$ cat src/rtl/isu_pkg.sv
// Shared widths, register indexes and result types for the Ising spin update block.
package isu_pkg;

  // Default lattice side and coordinate field width
  localparam int unsigned SIDE_DEF   = 256;
  localparam int unsigned COORD_W    = 8;
  localparam int unsigned COORD_VALS = 1 << COORD_W;

  // Field widths
  localparam int unsigned Q88_W      = 16;
  localparam int unsigned PROB_W     = 16;
  localparam int unsigned DE_W       = 20;
  localparam int unsigned MAG_W      = 18;
  localparam int unsigned ACC_N      = 10;
  localparam int unsigned ACC_IDX_W  = 4;
  localparam int unsigned NBR_W      = 3;

  // Stream word widths
  localparam int unsigned IN_DATA_W  = 40;
  localparam int unsigned OUT_DATA_W = 40;

  // Configuration port
  localparam int unsigned CFG_IDX_W  = 3;
  localparam int unsigned CFG_DATA_W = 64;

  localparam logic [CFG_IDX_W-1:0] CFG_COUPLING = 3'd0;
  localparam logic [CFG_IDX_W-1:0] CFG_FIELD    = 3'd1;
  localparam logic [CFG_IDX_W-1:0] CFG_ACC_LOW  = 3'd2;
  localparam logic [CFG_IDX_W-1:0] CFG_ACC_MID  = 3'd3;
  localparam logic [CFG_IDX_W-1:0] CFG_ACC_HIGH = 3'd4;

  // Register reset values
  localparam logic signed [Q88_W-1:0] COUPLING_RST = 16'sd256;
  localparam logic signed [Q88_W-1:0] FIELD_RST    = 16'sd0;

  // Decision of one flip attempt
  typedef struct packed {
    logic                   flip;
    logic signed [DE_W-1:0] de;
  } isu_flip_t;

endpackage

$ cat src/rtl/isu_flip_unit.sv
// Energy change and Metropolis acceptance decision for one site.
module isu_flip_unit
  import isu_pkg::*;
(
  input  logic                    spin_up_i,
  input  logic [NBR_W-1:0]        nbr_up_i,
  input  logic signed [Q88_W-1:0] coupling_i,
  input  logic signed [Q88_W-1:0] field_i,
  input  logic [ACC_N*PROB_W-1:0] acc_tbl_i,
  input  logic [PROB_W-1:0]       uniform_i,
  output isu_flip_t               res_o
);

  logic signed [DE_W-1:0]  nsum;
  logic signed [DE_W-1:0]  cpl_x;
  logic signed [DE_W-1:0]  prod;
  logic signed [DE_W-1:0]  diff;
  logic signed [DE_W-1:0]  twice;
  logic signed [DE_W-1:0]  de_val;
  logic                    flip_val;
  logic [ACC_IDX_W-1:0]    k;
  logic [PROB_W-1:0]       prob_tbl [ACC_N];
  logic [PROB_W-1:0]       prob;

  // Neighbor sum n = 2*up_count - 4, then dE = 2*s*(J*n - h)
  always_comb begin
    nsum   = $signed({{(DE_W-NBR_W-1){1'b0}}, nbr_up_i, 1'b0}) - 20'sd4;
    cpl_x  = DE_W'(coupling_i);
    prod   = cpl_x * nsum;
    diff   = prod - DE_W'(field_i);
    twice  = diff <<< 1;
    de_val = spin_up_i ? twice : -twice;
  end

  // Unpack the acceptance table and pick entry 5*up + up_count
  always_comb begin
    for (int i = 0; i < ACC_N; i++) begin
      prob_tbl[i] = acc_tbl_i[PROB_W*i +: PROB_W];
    end
    k = spin_up_i ? (ACC_IDX_W'(nbr_up_i) + 4'd5) : ACC_IDX_W'(nbr_up_i);
    prob = prob_tbl[k];
    flip_val = de_val[DE_W-1] | (prob > uniform_i);
  end

  assign res_o = '{flip: flip_val, de: de_val};

endmodule

$ cat config.mk
export PLATFORM = sky130hd
export DESIGN_NAME = isu_flip_unit
export DESIGN_NICKNAME = d
export VERILOG_FILES = /design/src/rtl/isu_pkg.sv /design/src/rtl/isu_flip_unit.sv
export SDC_FILE = /design/constraint.sdc
export NUM_CORES = 1
export LEC_CHECK = 0
export BUFFER_PORTS_ARGS = -buffer_cell sky130_fd_sc_hd__buf_2
export CAP_MARGIN = 20
export CORE_UTILIZATION = 54
export DETAILED_ROUTE_END_ITERATION = 10
export GPL_TIMING_DRIVEN = 1
export PLACE_DENSITY = 0.91
export SYNTH_ARGS = -nofsm -noshare
export SYNTH_HDL_FRONTEND = slang
export SYNTH_SLANG_ARGS = --single-unit
$ cat constraint.sdc
create_clock -name vclk -period 19.45
set_input_delay 3.89 -clock vclk [all_inputs]
set_output_delay 3.89 -clock vclk [all_outputs]
set_load 0.02 [all_outputs]
==> Word level (Yosys, flattened, before mapping) <==
Cells that the tools add are included.
Widths: inputs -> output; s select.
{ "totals": {"ff_bits": 0, "input_bits": 212, "output_inout_bits": 21, "wordCells": 14} }
{ "classes": {"bitwise_logic": 2, "add_sub_neg": 4, "order_cmp": 2, "n_mul": 1, "muxes": 5} }
{ "op_table": {"columns": ["op", "count"], "rows": [
  ["$bmux 16 s4", 1],
  ["$mux 16", 2],
  ["$mux 20", 1],
  ["$neg 20->20", 1],
  ["$mul 16x5->19", 1],
  ["$sub 19x16->19", 1],
  ["$gt 16x16->1", 1],
  ["$ge 5x5->1 const B", 1],
  ["$not 4->5", 1],
  ["$sub 4x3->5 const B", 1],
  ["$add 3x3->4 const B", 1],
  ["$mux 4", 1],
  ["$or 1x1->1", 1]
]} }

==> Depth between registers and ports, before layout <==
{ "logic_depth": {"ltp_word": 8, "depth_mapped": 22, "depth_no_buf": 20} }

==> Worst setup path after synthesis <==
OpenSTA, ideal clock, no wires.
{ "synth_path": {"path_type": "input -> output", "start": "in nbr_up_i[1]", "end": "out res_o[19] in the netlist's numbering", "required_time_ns": 15.560, "cell_stages": 21, "slack_ns": 6.182, "n_path_buf": 2, "arrival_ns": 9.378, "path_cell_list": "clkbuf_1 -> inv_1 -> ha_1 -> clkbuf_1 -> nand2b_1 -> fa_1 -> fa_1 -> inv_1 -> fa_1 -> fa_1 -> ha_1 -> inv_1 -> fa_1 -> nand2b_1 -> a21o_1 -> a211oi_1 -> and2_1 -> and3_1 -> and4b_4 -> a31oi_4 -> xnor2_1"} }
{ "synth_lines": {"columns": ["element", "line_no", "text"], "rows": [
  ["from (decl)", "isu_flip_unit.sv:6", "input logic [NBR_W-1:0] nbr_up_i,"],
  ["to (decl)", "isu_flip_unit.sv:11", "output isu_flip_t res_o"]
]} }

==> metrics.txt <==
initial drt markers approximately 210; Synth cell types between 50 and 60; # placed instances 879; Vias 5093; buffers added on ports 232; # Max-Cap Violations 0; Worst Setup End Kind output pin; P_sw ~310 uW; Mapped Area roughly 5000 um2; Slew HR between 40 and 50%; max-slew violation count 0; row cnt 34; Sequential cell area 0 um2; vias in the first global route roughly 5.2k; critical path peak fanout 20; fmax 72.8 MHz; postcts setup bufs 0; share of cells above drive strength 1 38.3%; RD Place Congestion about 0.94; post-CTS resize count 0; DRT Pass-1 Iters 5; HPWL Detailed ~14000 um; Synth Warn # 0; crit path launch nbr_up_i[1]; first-pass GRT wire length about 24000 um; RSZ-0062 raised after global routing false; area grow syn2layout 24.3%; final hold violation count 0; cells after synthesis about 560; Int Pwr about 230 uW; post-DR wirelength/cell 17.6 um; LEAKAGE 0.00328 uW; Layout Nets roughly 1.1k; io pins 233; initial antenna violation count 0; Mean Syn Cell Area 8.95 um2; Final Setup Violations 0; final antenna-violating net count 0; FFs & Latches 0; Setup TNS 0 ps; Peak VDD IR about 0.076 mV; Seq pwr share 0%; area of the multi-input gates 4610 um2; Min-Delay Path Depth 2; largest net degree at the start of global routing 48; die footprint 9720 um2; total wire length between 15000 and 20000 um; global-route usage over all layers 31.6%; DR vias/cell 5.79; initial core utilization 56.7%; Post-CTS Hold Buffers 0; GRT overflow 0; Hold Crit Start field_i[0]; Seq/Total Area, Yosys 0%; Die Y-Extent 98.6 um; sw frac around 58%; CP arrival roughly 9900 ps; # DRC 0; # fillers about 730; die width 98.6 um; Comb power frac 100.0%; clock share of power 0%; type of the worst setup path input pin to output pin; pwr/cell area around 86 nW/um2; Min-Delay Path Class input pin to output pin; min Tclk post-route 13740 ps; core area around 8900 um2; outcome complete, no violations; Post-Layout Cell Count 880; Startpoint Class input pin; crit share post-route between 70% and 80%; # clk buffers 0; CP required 15560 ps; Tightest Pin Transition slightly below 900 ps; Synth Net Count 889
-- final cells by class --
type	instances	share of cell area (%)
Multi-Input combinational cell	448	73.6
Inverter	87	5.21
Antenna cell	1	0.0400
Tap cell	108	2.16
Timing Repair Buffer	236	19.0
-- synthesized netlist by cell type (2+ instances only) --
cell	instances	area, um2
a2111o_1	2	22.5
a2111oi_0	2	17.5
a2111oi_2	2	30.0
a211oi_1	3	22.5
a211oi_2	2	25.0
a21o_1	6	45.0
a21oi_1	20	100
a31oi_1	3	18.8
a41oi_1	2	17.5
and2_1	19	119
buf_2	7	35.0
buf_4	3	22.5
clkbuf_1	18	67.6
fa_1	46	921
ha_1	68	851
inv_1	87	327
mux2_2	17	191
mux2i_1	18	180
mux4_2	32	721
nand2_1	7	26.3
nand2b_1	11	68.8
nand3_1	22	110
nand4_1	3	18.8
nor2_1	23	86.3
nor2b_1	49	307
nor3_1	5	25.0
nor3b_1	6	45.0
o211ai_1	2	15.0
o21a_1	4	30.0
o21ai_0	21	105
xnor2_1	22	193
xor2_1	12	105
-- kinds of logic after synthesis --
kind of cell	after synthesis	synth area share [%]
simple gates	152	17.1
buf+inv	115	8.96
fa+ha+maj	114	35.2
compound gates	79	10.8
mux	67	21.7
xor+xnor	35	6.23
other cells	1	0.0744
-- worst max-delay path, cell delays in order --
cell,delay [ps]
buf_2,340
inv_1,100
ha_1,630
nand2b_1,190
fa_1,450
fa_1,550
inv_1,50
fa_1,490
fa_1,530
ha_1,190
inv_1,60
fa_1,400
nand2b_1,210
a2111oi_0,380
a211oi_1,120
and2_1,180
and3_1,170
and4b_4,230
a31oi_4,250
mux2i_1,230
buf_2,180
-- metrics by stage --
step	utilization (%)	setup slack, ps	hold slack, ps	instance area, um2	power [uW]
after floorplan	-	6180	7890	5040	399
after global placement	70.4	5920	8030	6260	511
after detailed placement	70.4	5730	8040	6260	534
after CTS	70.4	5720	8040	6260	539
after global routing	70.4	5200	8060	6260	597
final	70.4	5710	8040	6260	541
-- path summary, 6_finish.rpt --
| path | to | slack, ps |
|---|---|---|
| hold / removal | res_o[1] | 8040 |
| setup / recovery | res_o[20] | 5710 |
-- metal layers --
layer	vias up	track usage [%]	part of all wire [%]
met5	-	0	0
met4	0	9.18	3.0
met3	54	5.32	8.0
met2	279	54.4	49
met1	2398	41.0	40
li1	2362	-	-
-- cell usage in the layout, fill, tap and decap left out, types with 3 or more instances in the layout --
cell | netlist | routed
mux4_2 | 32 | 32
a31oi_1 | 3 | 3
nand3_1 | 22 | 22
nand4_1 | 3 | 3
xor2_1 | 12 | 12
buf_2 | 7 | 232
inv_1 | 87 | 87
a211oi_1 | 3 | 3
nor2_1 | 23 | 23
nand2b_1 | 11 | 11
fa_1 | 46 | 46
ha_1 | 68 | 68
nand2_1 | 7 | 7
o21a_1 | 4 | 4
nor3_1 | 5 | 5
and2_1 | 19 | 19
a21oi_1 | 20 | 20
mux2_2 | 17 | 17
nor2b_1 | 49 | 49
nor3b_1 | 6 | 6
xnor2_1 | 22 | 21
o21ai_0 | 21 | 21
a21o_1 | 6 | 6
buf_4 | 3 | 4
mux2i_1 | 18 | 17
-- power groups by stage --
stage | registers (uW) | logic, uW | clock network, uW
after floorplan | 0 | 399 | 0
final | 0 | 541 | 0.00000690
after global routing | 0 | 597 | 0
after detailed placement | 0 | 534 | 0
after global placement | 0 | 511 | 0
after CTS | 0 | 539 | 0
Power figures use the tool's default switching activity.
